--- config.mk ---
export PLATFORM = sky130hd
export DESIGN_NAME = poly_voice_allocator
export DESIGN_NICKNAME = d
export VERILOG_FILES = /design/src/pva_pkg.sv /design/src/poly_voice_allocator.sv
export VERILOG_INCLUDE_DIRS = /design/src /design/src/src
export SDC_FILE = /design/constraint.sdc
export NUM_CORES = 1
export LEC_CHECK = 0
export BUFFER_PORTS_ARGS = -buffer_cell sky130_fd_sc_hd__buf_2
export CORE_ASPECT_RATIO = 1.4
export CORE_MARGIN = 1.5
export CORE_UTILIZATION = 56
export CTS_CLUSTER_DIAMETER = 40
export CTS_CLUSTER_SIZE = 30
export DETAILED_ROUTE_END_ITERATION = 12
export GPL_ROUTABILITY_DRIVEN = 0
export PLACE_DENSITY = 0.73
export RECOVER_POWER = 100
export REMOVE_ABC_BUFFERS = 1
export SYNTH_ARGS = -nofsm -noshare
export SYNTH_HDL_FRONTEND = slang
export SYNTH_SLANG_ARGS = --single-unit
--- constraint.sdc ---
create_clock -name clk -period 4.9 [get_ports clk]
set_clock_uncertainty 0.15 [all_clocks]
set_input_delay 0.49 -clock clk [delete_from_list [all_inputs] [get_ports clk]]
set_output_delay 0.49 -clock clk [all_outputs]
set_load 0.1 [all_outputs]
--- src/poly_voice_allocator_macros.svh ---
// ----------------------------------------------------------------------------
// poly_voice_allocator_macros: assertion macros
// Shared property forms used by the voice allocator checks.
// ----------------------------------------------------------------------------
`ifndef POLY_VOICE_ALLOCATOR_MACROS_SVH
`define POLY_VOICE_ALLOCATOR_MACROS_SVH

// Same-cycle implication, disabled during reset.
`define PVA_ASSERT_SAME(label, ante, cons, msg) \
    label: assert property (@(posedge clk) disable iff (!rst_n) (ante) |-> (cons)) \
        else $error(msg);

// Next-cycle implication, disabled during reset.
`define PVA_ASSERT_NEXT(label, ante, cons, msg) \
    label: assert property (@(posedge clk) disable iff (!rst_n) (ante) |=> (cons)) \
        else $error(msg);

`endif

--- src/pva_pkg.sv ---
// ----------------------------------------------------------------------------
// pva_pkg: voice allocator package
// Table size, MIDI constants, action codes and sequencer types.
// ----------------------------------------------------------------------------
package pva_pkg;

    localparam int VOICES = 8;
    localparam int VIDX_W = (VOICES > 1) ? $clog2(VOICES) : 1;
    localparam int MASK_W = (VOICES > 8) ? VOICES : 8;

    localparam logic [31:0] SEED_BASE   = 32'ha511e9b3;
    localparam logic [31:0] SEED_MUL    = 32'h9e3779b9;
    localparam logic [13:0] BEND_CENTER = 14'd8192;

    localparam logic [3:0] TYPE_NOTE_ON  = 4'h9;
    localparam logic [3:0] TYPE_NOTE_OFF = 4'h8;
    localparam logic [3:0] TYPE_BEND     = 4'he;
    localparam logic [3:0] TYPE_CTRL     = 4'hb;

    localparam logic [6:0] CTRL_SOUND_OFF = 7'd120;
    localparam logic [6:0] CTRL_NOTES_OFF = 7'd123;

    localparam logic [2:0] ACT_IGNORED  = 3'd0;
    localparam logic [2:0] ACT_STARTED  = 3'd1;
    localparam logic [2:0] ACT_RELEASED = 3'd2;
    localparam logic [2:0] ACT_BEND     = 3'd3;
    localparam logic [2:0] ACT_FREED    = 3'd4;

    typedef enum logic [1:0] {
        ST_IDLE,
        ST_SCAN,
        ST_SEED,
        ST_DONE
    } pva_state_t;

    typedef enum logic [2:0] {
        OP_NONE,
        OP_START,
        OP_RELEASE,
        OP_RELEASE_ALL,
        OP_BEND,
        OP_FREE
    } pva_op_t;

endpackage

--- src/poly_voice_allocator.sv ---
// ----------------------------------------------------------------------------
// poly_voice_allocator: polyphonic voice table
// Classes MIDI messages and voice-finished events, allocates voices with
// oldest-stamp stealing, releases matching voices and tracks pitch bend.
// ----------------------------------------------------------------------------
//  channel | signals                                | direction
//  --------+----------------------------------------+----------
//  in      | in_valid/in_ready, cmd..done_voice     | sink
//  out     | out_valid/out_ready, action..bend_now  | source
//
//  Note on, note off and the all-notes-off/all-sound-off controllers walk the
//  voice table one entry a cycle; a start also tracks the oldest stamp through
//  one stamp comparator. Reset clears the whole table at once.
//  A new item transfers while the previous result waits on out_ready; the
//  sequencer holds its result until the output register frees.
// ----------------------------------------------------------------------------
`include "poly_voice_allocator_macros.svh"

module poly_voice_allocator
    import pva_pkg::*;
(
    input  logic               clk,
    input  logic               rst_n,
    input  logic               in_valid,
    output logic               in_ready,
    input  logic               cmd,
    input  logic [1:0]         msg_len,
    input  logic [7:0]         status,
    input  logic [6:0]         data1,
    input  logic [6:0]         data2,
    input  logic [2:0]         done_voice,
    output logic               out_valid,
    input  logic               out_ready,
    output logic [2:0]         action,
    output logic [2:0]         voice_index,
    output logic               stolen,
    output logic [7:0]         release_mask,
    output logic [6:0]         note_out,
    output logic [6:0]         velocity_out,
    output logic [31:0]        age_out,
    output logic [31:0]        noise_seed,
    output logic signed [13:0] bend_now
);

    pva_state_t state_reg, state_next;

    logic              voice_active_reg [VOICES];
    logic              voice_gate_reg   [VOICES];
    logic [6:0]        voice_note_reg   [VOICES];
    logic [31:0]       voice_stamp_reg  [VOICES];
    logic [31:0]       age_counter_reg;
    logic [13:0]       bend_offset_reg;

    pva_op_t           op_reg, op_dec;
    logic [6:0]        d1_reg, d2_reg;
    logic [2:0]        done_reg;
    logic [VIDX_W-1:0] idx_reg;
    logic              free_found_reg;
    logic [VIDX_W-1:0] free_idx_reg;
    logic [VIDX_W-1:0] min_idx_reg;
    logic [31:0]       min_stamp_reg;
    logic [VOICES-1:0] mask_reg;
    logic [VIDX_W-1:0] sel_reg;
    logic              stole_reg;
    logic [31:0]       prod_reg;

    logic              out_valid_reg;
    logic [2:0]        action_reg;
    logic [2:0]        voice_index_reg;
    logic              stolen_reg;
    logic [7:0]        release_mask_reg;
    logic [6:0]        note_out_reg;
    logic [6:0]        velocity_out_reg;
    logic [31:0]       age_out_reg;
    logic [31:0]       noise_seed_reg;
    logic [13:0]       bend_now_reg;

    logic              in_xfer;
    logic              slot_free;
    logic              scan_last;
    logic              stamp_less;
    logic [VIDX_W-1:0] sel_pick;
    logic [VIDX_W-1:0] done_idx;
    logic [7:0]        sel_wide;
    logic [MASK_W-1:0] mask_wide;
    logic [13:0]       bend_raw;

    always_comb
    begin
        op_dec = OP_NONE;
        if (cmd) begin
            if (32'(done_voice) < VOICES) begin
                op_dec = OP_FREE;
            end
        end else if (msg_len == 2'd3) begin
            if (status[7:4] == TYPE_NOTE_ON && data2 != 7'd0) begin
                op_dec = OP_START;
            end else if (status[7:4] == TYPE_NOTE_OFF || status[7:4] == TYPE_NOTE_ON) begin
                op_dec = OP_RELEASE;
            end else if (status[7:4] == TYPE_BEND) begin
                op_dec = OP_BEND;
            end else if (status[7:4] == TYPE_CTRL &&
                         (data1 == CTRL_SOUND_OFF || data1 == CTRL_NOTES_OFF)) begin
                op_dec = OP_RELEASE_ALL;
            end
        end
    end

    always_comb
    begin
        state_next = state_reg;
        case (state_reg)
            ST_IDLE:
            begin
                if (in_valid) begin
                    if (op_dec == OP_START || op_dec == OP_RELEASE ||
                        op_dec == OP_RELEASE_ALL) begin
                        state_next = ST_SCAN;
                    end else begin
                        state_next = ST_DONE;
                    end
                end
            end
            ST_SCAN:
            begin
                if (scan_last) begin
                    state_next = (op_reg == OP_START) ? ST_SEED : ST_DONE;
                end
            end
            ST_SEED:
            begin
                state_next = ST_DONE;
            end
            ST_DONE:
            begin
                if (slot_free) begin
                    state_next = ST_IDLE;
                end
            end
            default:
            begin
                state_next = ST_IDLE;
            end
        endcase
    end

    always_comb
    begin
        in_ready   = (state_reg == ST_IDLE);
        in_xfer    = in_valid && in_ready;
        slot_free  = !out_valid_reg || out_ready;
        scan_last  = (32'(idx_reg) == VOICES - 1);
        stamp_less = (voice_stamp_reg[idx_reg] < min_stamp_reg);
        sel_pick   = free_found_reg ? free_idx_reg : min_idx_reg;
        done_idx   = VIDX_W'(done_reg);
        sel_wide   = 8'(sel_reg);
        mask_wide  = MASK_W'(mask_reg);
        bend_raw   = {d2_reg, d1_reg};
    end

    always_ff @(posedge clk or negedge rst_n)
    begin
        if (!rst_n) begin
            state_reg <= ST_IDLE;
        end else begin
            state_reg <= state_next;
        end
    end

    always_ff @(posedge clk or negedge rst_n)
    begin
        if (!rst_n) begin
            for (int v = 0; v < VOICES; v++) begin
                voice_active_reg[v] <= 1'b0;
                voice_gate_reg[v]   <= 1'b0;
                voice_note_reg[v]   <= 7'd0;
                voice_stamp_reg[v]  <= 32'd0;
            end
            age_counter_reg <= 32'd0;
            bend_offset_reg <= 14'd0;
            out_valid_reg   <= 1'b0;
            op_reg          <= OP_NONE;
            idx_reg         <= '0;
            free_found_reg  <= 1'b0;
        end else begin
            if (out_valid_reg && out_ready) begin
                out_valid_reg <= 1'b0;
            end
            case (state_reg)
                ST_IDLE:
                begin
                    if (in_xfer) begin
                        op_reg         <= op_dec;
                        idx_reg        <= '0;
                        free_found_reg <= 1'b0;
                    end
                end
                ST_SCAN:
                begin
                    if (op_reg == OP_START) begin
                        if (!voice_active_reg[idx_reg] && !free_found_reg) begin
                            free_found_reg <= 1'b1;
                        end
                    end else if (voice_active_reg[idx_reg] &&
                                 (op_reg == OP_RELEASE_ALL ||
                                  voice_note_reg[idx_reg] == d1_reg)) begin
                        voice_gate_reg[idx_reg] <= 1'b0;
                    end
                    if (!scan_last) begin
                        idx_reg <= idx_reg + VIDX_W'(1);
                    end
                end
                ST_SEED:
                begin
                    voice_active_reg[sel_pick] <= 1'b1;
                    voice_gate_reg[sel_pick]   <= 1'b1;
                    voice_note_reg[sel_pick]   <= d1_reg;
                    voice_stamp_reg[sel_pick]  <= age_counter_reg + 32'd1;
                    age_counter_reg            <= age_counter_reg + 32'd1;
                end
                ST_DONE:
                begin
                    if (slot_free) begin
                        out_valid_reg <= 1'b1;
                        if (op_reg == OP_FREE) begin
                            voice_active_reg[done_idx] <= 1'b0;
                            voice_gate_reg[done_idx]   <= 1'b0;
                            voice_note_reg[done_idx]   <= 7'd0;
                            voice_stamp_reg[done_idx]  <= 32'd0;
                        end
                        if (op_reg == OP_BEND) begin
                            bend_offset_reg <= bend_raw - BEND_CENTER;
                        end
                    end
                end
                default:
                begin
                end
            endcase
        end
    end

    always_ff @(posedge clk)
    begin
        case (state_reg)
            ST_IDLE:
            begin
                if (in_xfer) begin
                    d1_reg        <= data1;
                    d2_reg        <= data2;
                    done_reg      <= done_voice;
                    mask_reg      <= '0;
                    min_idx_reg   <= '0;
                    min_stamp_reg <= 32'd0;
                end
            end
            ST_SCAN:
            begin
                if (op_reg == OP_START) begin
                    if (!voice_active_reg[idx_reg] && !free_found_reg) begin
                        free_idx_reg <= idx_reg;
                    end
                    if (idx_reg == '0 || stamp_less) begin
                        min_idx_reg   <= idx_reg;
                        min_stamp_reg <= voice_stamp_reg[idx_reg];
                    end
                end else if (voice_active_reg[idx_reg] &&
                             (op_reg == OP_RELEASE_ALL ||
                              voice_note_reg[idx_reg] == d1_reg)) begin
                    mask_reg[idx_reg] <= 1'b1;
                end
            end
            ST_SEED:
            begin
                sel_reg   <= sel_pick;
                stole_reg <= !free_found_reg;
                prod_reg  <= 32'(d1_reg * SEED_MUL);
            end
            ST_DONE:
            begin
                if (slot_free) begin
                    action_reg       <= ACT_IGNORED;
                    voice_index_reg  <= 3'd0;
                    stolen_reg       <= 1'b0;
                    release_mask_reg <= 8'd0;
                    note_out_reg     <= 7'd0;
                    velocity_out_reg <= 7'd0;
                    age_out_reg      <= 32'd0;
                    noise_seed_reg   <= 32'd0;
                    bend_now_reg     <= bend_offset_reg;
                    case (op_reg)
                        OP_START:
                        begin
                            action_reg       <= ACT_STARTED;
                            voice_index_reg  <= sel_wide[2:0];
                            stolen_reg       <= stole_reg;
                            note_out_reg     <= d1_reg;
                            velocity_out_reg <= d2_reg;
                            age_out_reg      <= age_counter_reg;
                            noise_seed_reg   <= SEED_BASE ^ prod_reg ^ age_counter_reg;
                        end
                        OP_RELEASE, OP_RELEASE_ALL:
                        begin
                            action_reg       <= ACT_RELEASED;
                            release_mask_reg <= mask_wide[7:0];
                        end
                        OP_BEND:
                        begin
                            action_reg   <= ACT_BEND;
                            bend_now_reg <= bend_raw - BEND_CENTER;
                        end
                        OP_FREE:
                        begin
                            action_reg      <= ACT_FREED;
                            voice_index_reg <= done_reg;
                        end
                        default:
                        begin
                        end
                    endcase
                end
            end
            default:
            begin
            end
        endcase
    end

    assign out_valid    = out_valid_reg;
    assign action       = action_reg;
    assign voice_index  = voice_index_reg;
    assign stolen       = stolen_reg;
    assign release_mask = release_mask_reg;
    assign note_out     = note_out_reg;
    assign velocity_out = velocity_out_reg;
    assign age_out      = age_out_reg;
    assign noise_seed   = noise_seed_reg;
    assign bend_now     = bend_now_reg;

    `PVA_ASSERT_NEXT(a_scan_exit, state_reg == ST_SCAN && scan_last,
        state_reg == ST_SEED || state_reg == ST_DONE, "scan did not end after last voice")
    `PVA_ASSERT_NEXT(a_seed_commit, state_reg == ST_SEED,
        voice_active_reg[sel_reg] && voice_gate_reg[sel_reg], "started voice not gated on")
    `PVA_ASSERT_NEXT(a_age_step, state_reg == ST_SEED,
        age_counter_reg == $past(age_counter_reg) + 32'd1, "age counter did not advance")
    `PVA_ASSERT_SAME(a_idle_fields, out_valid_reg && action_reg != ACT_STARTED,
        age_out_reg == 32'd0 && noise_seed_reg == 32'd0 && !stolen_reg, "start fields leak")

endmodule
==> impl_metrics.toml, run 1 <==
[cells_and_area]
drive_gt1_share_pct = 11.0
instances_no_fill = 3449
utilization_pct = 65.2
nFillCells = 3663
area_growth_pct = 15.0
final_area_sq_mm = 0.0319
largest_register_ffs = 256
nets = 2952

[placed_design]
place_area_sq_mm = 0.0297
dp_hpwl_um = 50300
pre_cts_slack_ns = -0.347
dp.cells = 3320
place.port_buffers = 136

[die]
row_count = 96
ios = 141
die_x_um = 191
start_util_pct = 56.7
fp.dieArea_sq_mm = 0.0508
coreArea_sq_mm = 0.0489
dieHeight_um = 266

[grt]
grt_pass1_wl_um = 123000
grt_pass1_vias = 21857
grt_usage_pct = 31.6
gr-total-overflow = 0
grt_max_degree = 119
antenna_found_initial = 1

[sta]
setup_slack_ns = -0.222
finalHoldViolations = 0
fin_crit_ns = 5.12
final_max_slew_viol_count = 558
rsz0062_at_grt = "true"
setup_violations = 4
fmax_mhz = 195
maxSlewHeadroom_pct = -154
period_share_pct = 105
max_slew.worst_pin.slew_ns = 3.81

[critical_path]
max_stage_delay_ns = 0.63
worstSetupPathDepth = 15
cp.arrival_ns = 5.31
cp_slowest_cell = "fa_2"
cp_cell_sequence = "fa_2 > xor2_1 > ha_1 > fa_1 > inv_1 > fa_1 > inv_1 > ha_4 > and3_4 > a221o_1 > a221o_1 > a21oi_4 > o211ai_1 > a2111oi_2 > nor3b_1"
crit_path_start_kind = "flip-flop"
cp_num_buf_inv = 2
reg2regPathDepth = 15
worstPathRequired_ns = 5.09
critical_path_class = "reg2reg"
cp-end-kind = "flip-flop"
crit_family = "adder cells"
path_max_fanout = 3

[clock_tree]
h-tree-depth = 2
clkTransAtPathRegs_ns = 0.07
cts_tree = "built"
cts_buffers = 51
cts.sinks = 582
cts_max_path_buffers = 3
clk_latency_ns = 0.61
cts_root_buf = "clkbuf_16"

[routing]
ant_nets = 0
vias = 21339
dr.pass1.iters = 8
routedWlPerCell_um = 23.2
drt_iter0_markers = 2319
drc_errors = 0
viasPerCell = 6.19
wl_um = 80100

[synth]
ys_seq_area_share_pct = 56.3
synth_cell_types = 75
synth_top_cell_by_area = "dfrtp_1"
yosys_warnings = 0
synthTopCellsByCount = "440 x nand2_1, 376 x dfrtp_1, 315 x o21ai_0"
yosysMostFrequentCell = "nand2_1"
ys.flop_type = "dfrtp_1"
yosys-top-cells-area = "dfrtp_1 34%, edfxtp_1 22%, nand2_1 6.0%, o21ai_0 5.7%, ha_1 5.0%"
avgSynthCellArea_sq_um = 10.7
synth_top_area_share_pct = 34.0
synth-edff-count = 206
syn_area_sq_mm = 0.0277
synth-async-reset-ratio_pct = 64.6
ys_ff_latch = 582
netlist_instances = 2591

[run_status]
status = "complete, but fails checks"
violations = "max-capacitance violations, max-slew violations, negative setup slack"

[hold_path]
hp-class = "in2reg"
hold_depth = 3

[job]
max_cap_violations = 11
[final cells by class]
cell class / instances / area (sq um) / share of cell area [%]
flip-flops and latches: 582 / 15600 / 48.9
multi-input cells: 1713 / 11400 / 35.6
repair buffers: 283 / 1730 / 5.42
clock buffers: 59 / 1390 / 4.36
well taps: 637 / 797 / 2.50
inverters: 138 / 519 / 1.63
clock inverters: 36 / 477 / 1.50
diodes: 1 / 2.50 / 0.00785
[metrics by stage]
step / hold slack [ns] / setup TNS, ns
global placement: 0.307 / -0.473
floorplan: 0.0444 / -125.49
detailed placement: 0.313 / -1.29
global route: 0.113 / -6.51
CTS: 0.0832 / -0.167
finish: 0.0967 / -0.565
[what timing repair did]
item | 4_1_cts | 5_1_grt
hold buffers | 19 | 0
gates resized for setup | 25 | 53
setup buffers | 6 | 12
hold endpoints to repair | 131 | 0
pin swaps | 19 | 34
endpoints found under the setup margin | 8 | 11
[tightest hold or removal path, stage by stage]
cell     delay (ns)
buf_2          0.09
a31oi_1        0.10
o21ai_0        0.13
[cell families (layout without fill, tap and decap cells)]
family / after synthesis / count (layout) / synth area share, %
other cells: 0 / 1 / 0
simple gates: 781 / 781 / 12.7
xor+xnor: 126 / 126 / 4.01
compound gates: 641 / 641 / 14.2
buf+inv: 296 / 516 / 4.18
flops: 582 / 582 / 56.3
fa+ha+maj: 151 / 151 / 7.93
mux: 14 / 14 / 0.619
[path summary, 6_finish.rpt]
path,end,slack (ns),startpoint
max,prod_reg[31],-0.22,d1_reg[4]
min,op_reg[2],0.1,msg_len[1]
max reg2reg,prod_reg[31],-0.22,d1_reg[4]
min reg2reg,bend_offset_reg[4],0.33,bend_offset_reg[4]
max in group asynchronous,voice_stamp_reg[17],0.68,rst_n
min in group asynchronous,age_counter_reg[9],1.26,rst_n
[metal layers]
layer	up-vias	track usage [%]	routed length, um
met2	1022	54.8	40800
li1	9424	-	-
met5	-	0	16
met1	10604	38.4	29300
met4	2	15.5	4240
met3	287	4.64	5830
[layout by cell type (no fill, tap or decap), types with 12 or more instances in the layout]
master	netlist	final
buf_2	9	14
and3_1	58	57
ha_4	0	15
edfxtp_1	206	206
a21oi_1	43	35
a21o_1	20	20
a22o_1	42	42
o21ai_0	315	325
buf_4	7	88
clkbuf_2	1	12
nand3_1	40	40
clkbuf_16	0	54
a31oi_1	27	25
nand2_1	440	431
and2_1	27	15
inv_1	135	127
ha_1	110	94
nor2_1	115	114
xnor2_1	86	85
clkbuf_1	123	138
a221oi_1	27	27
and2_0	0	12
fa_1	41	35
a22oi_1	103	103
nand4_1	28	28
dlygate4sd3_1	0	19
nor3_1	19	16
xor2_1	39	40
dfrtp_1	376	376
Power of run 1 is left out: the tool's default activity adds up to more than one toggle a clock period on the data nets, which glitch-free logic cannot reach.
==> run 2, diff against run 1 <==
==> constraint.sdc (replaced) <==
create_clock -name clk -period 4.61 [get_ports clk]
set_clock_uncertainty 0.15 [all_clocks]
set_input_delay 0.461 -clock clk [delete_from_list [all_inputs] [get_ports clk]]
set_output_delay 0.461 -clock clk [all_outputs]
set_load 0.1 [all_outputs]
==> impl_metrics.toml, run 2 (synthesis gave the netlist of run 1 again) <==
[run_status]
status = "complete, but fails checks"
violations = "max-capacitance violations, max-slew violations, negative setup slack"

[grt]
grt_max_degree = 138
gr-total-overflow = 0
grt_usage_pct = 32.4
grt_pass1_wl_um = 126000
antenna_found_initial = 0
grt_pass1_vias = 22444

[die]
dieHeight_um = 266
coreArea_sq_mm = 0.0489
start_util_pct = 56.7
fp.dieArea_sq_mm = 0.0508
ios = 141
row_count = 96
die_x_um = 191

[critical_path]
cp_slowest_cell = "fa_2"
cp_cell_sequence = "fa_2 > xor2_1 > ha_1 > fa_1 > inv_1 > fa_1 > inv_2 > ha_4 > and3_4 > a221o_1 > a221o_1 > a21oi_4 > o211ai_1 > a2111oi_1 > nor3b_1"
cp-end-kind = "flip-flop"
cp.arrival_ns = 5.22
worstPathRequired_ns = 4.81
r2r_slack_ns = -0.42
max_stage_delay_ns = 0.62
r2r_start = "d1_reg[4]"
crit_path_start_kind = "flip-flop"
critical_path_class = "reg2reg"
reg2regPathDepth = 15
reg2reg_to = "prod_reg[31]"
path_max_fanout = 3

[sta]
maxSlewHeadroom_pct = -62.4
fin_crit_ns = 5.03
max_slew.worst_pin.slew_ns = 2.44
period_share_pct = 109
finalHoldViolations = 0
final_max_slew_viol_count = 574
setup_tns_ns = -12.95
setup_slack_ns = -0.417
rsz0062_at_grt = "true"
setup_violations = 48
fmax_mhz = 199

[cells_and_area]
drive_gt1_share_pct = 12.9
nFillCells = 3652
area_growth_pct = 16.4
multi_input_area_sq_mm = 0.0114
final_cell_mix = "432 x nand2_1, 376 x dfrtp_1, 324 x o21ai_0"
final-seq-area_sq_mm = 0.0156
final_common_cell = "nand2_1"
largest_register_ffs = 256
nets = 3004

[routing]
wl_met3_um = 5150
drc_errors = 0
drt_iter0_markers = 2199
dr.pass1.iters = 7
drt-met1-wl_um = 29600
wl_met2_um = 41700
wl_um = 81100
top_layer_used = "met4"
viasPerCell = 6.24
ant_nets = 0
routedWlPerCell_um = 23.2
vias = 21833

[hold_path]
hold_depth = 3
holdCritStartpoint = "out_ready"
hp-class = "in2reg"
whs_endpoint = "out_valid"

[clock_tree]
h-tree-depth = 2
cts_max_path_buffers = 3
cts_root_buf = "clkbuf_16"
cts_tree = "built"
clkTransAtPathRegs_ns = 0.08
cts.sinks = 582
clk_latency_ns = 0.61
cts_buffers = 49

[job]
max_cap_violations = 9

[placed_design]
dp_hpwl_um = 51800
place.port_buffers = 136
## run 2: cell count changes in the layout (fill, tap and decap cells not counted), moves of 3 or more
| cell | before | now |
|---|---|---|
| buf_4 | 88 | 138 |
| bufinv_16 | 5 | 0 |
| a21oi_1 | 35 | 31 |
| inv_6 | 7 | 11 |
| inv_8 | 7 | 3 |
| nor2_1 | 114 | 111 |
| nor2_2 | 2 | 5 |
| o21ai_2 | 3 | 6 |
## run 2: area by class of cell
class	count	area share, %
clock buffers	56	4.24
flip-flops and latches	582	48.4
repair buffers	337	6.65
multi-input cells	1713	35.4
clock inverters	35	1.25
well taps	637	2.47
diodes	1	0.00776
inverters	138	1.61
## run 2: timing repair
action	CTS	global route
gates resized for setup	46	45
endpoints found under the setup margin	14	17
pin swaps	31	31
endpoints found under the hold margin	108	0
setup buffers	13	5
hold buffers	19	0
cloned	0	0
## run 2: worst max-delay path: cells and delay by family (launching register included)
kind,cells,cell delay [ns]
DFF,1,0.44
xor gates and xnor gates,1,0.18
AOI/OAI and AO/OA,5,1.49
buffers and inverters,2,0.10
and+or+nand+nor,2,0.25
adders and majority gates,5,2.15
## run 2: worst max path at each step
stage | start | slack (ns) | end | depth (start not counted)
2_1_floorplan | idx_reg[0] | -2.24 | min_idx_reg[0] | 13
3_3_place_gp | d1_reg[4] | -0.52 | prod_reg[31] | 16
3_5_place_dp | d1_reg[4] | -0.62 | prod_reg[31] | 16
4_1_cts | d1_reg[6] | -0.42 | prod_reg[30] | 18
5_1_grt | d1_reg[4] | -0.54 | prod_reg[28] | 17
6_report | d1_reg[4] | -0.42 | prod_reg[31] | 15
## run 2: per-layer routing
metal	vias up	track usage, %
met5	-	0
met4	0	17.6
met3	304	4.29
met2	1033	56.1
met1	10979	38.9
li1	9517	-
## run 2: metrics by stage
step	setup slack [ns]	std cells	hold WS [ns]	util (%)	instance area (sq um)
global placement	-0.518	3373	0.306	61.5	30100
finish	-0.417	3499	0.0780	66.0	32200
global route	-0.539	3498	0.102	66.0	32200
detailed placement	-0.624	3373	0.313	61.5	30100
floorplan	-2.24	2433	0.0154	-	27100
CTS	-0.417	3494	0.0588	66.2	32300
Power of run 2 is left out for the same reason.
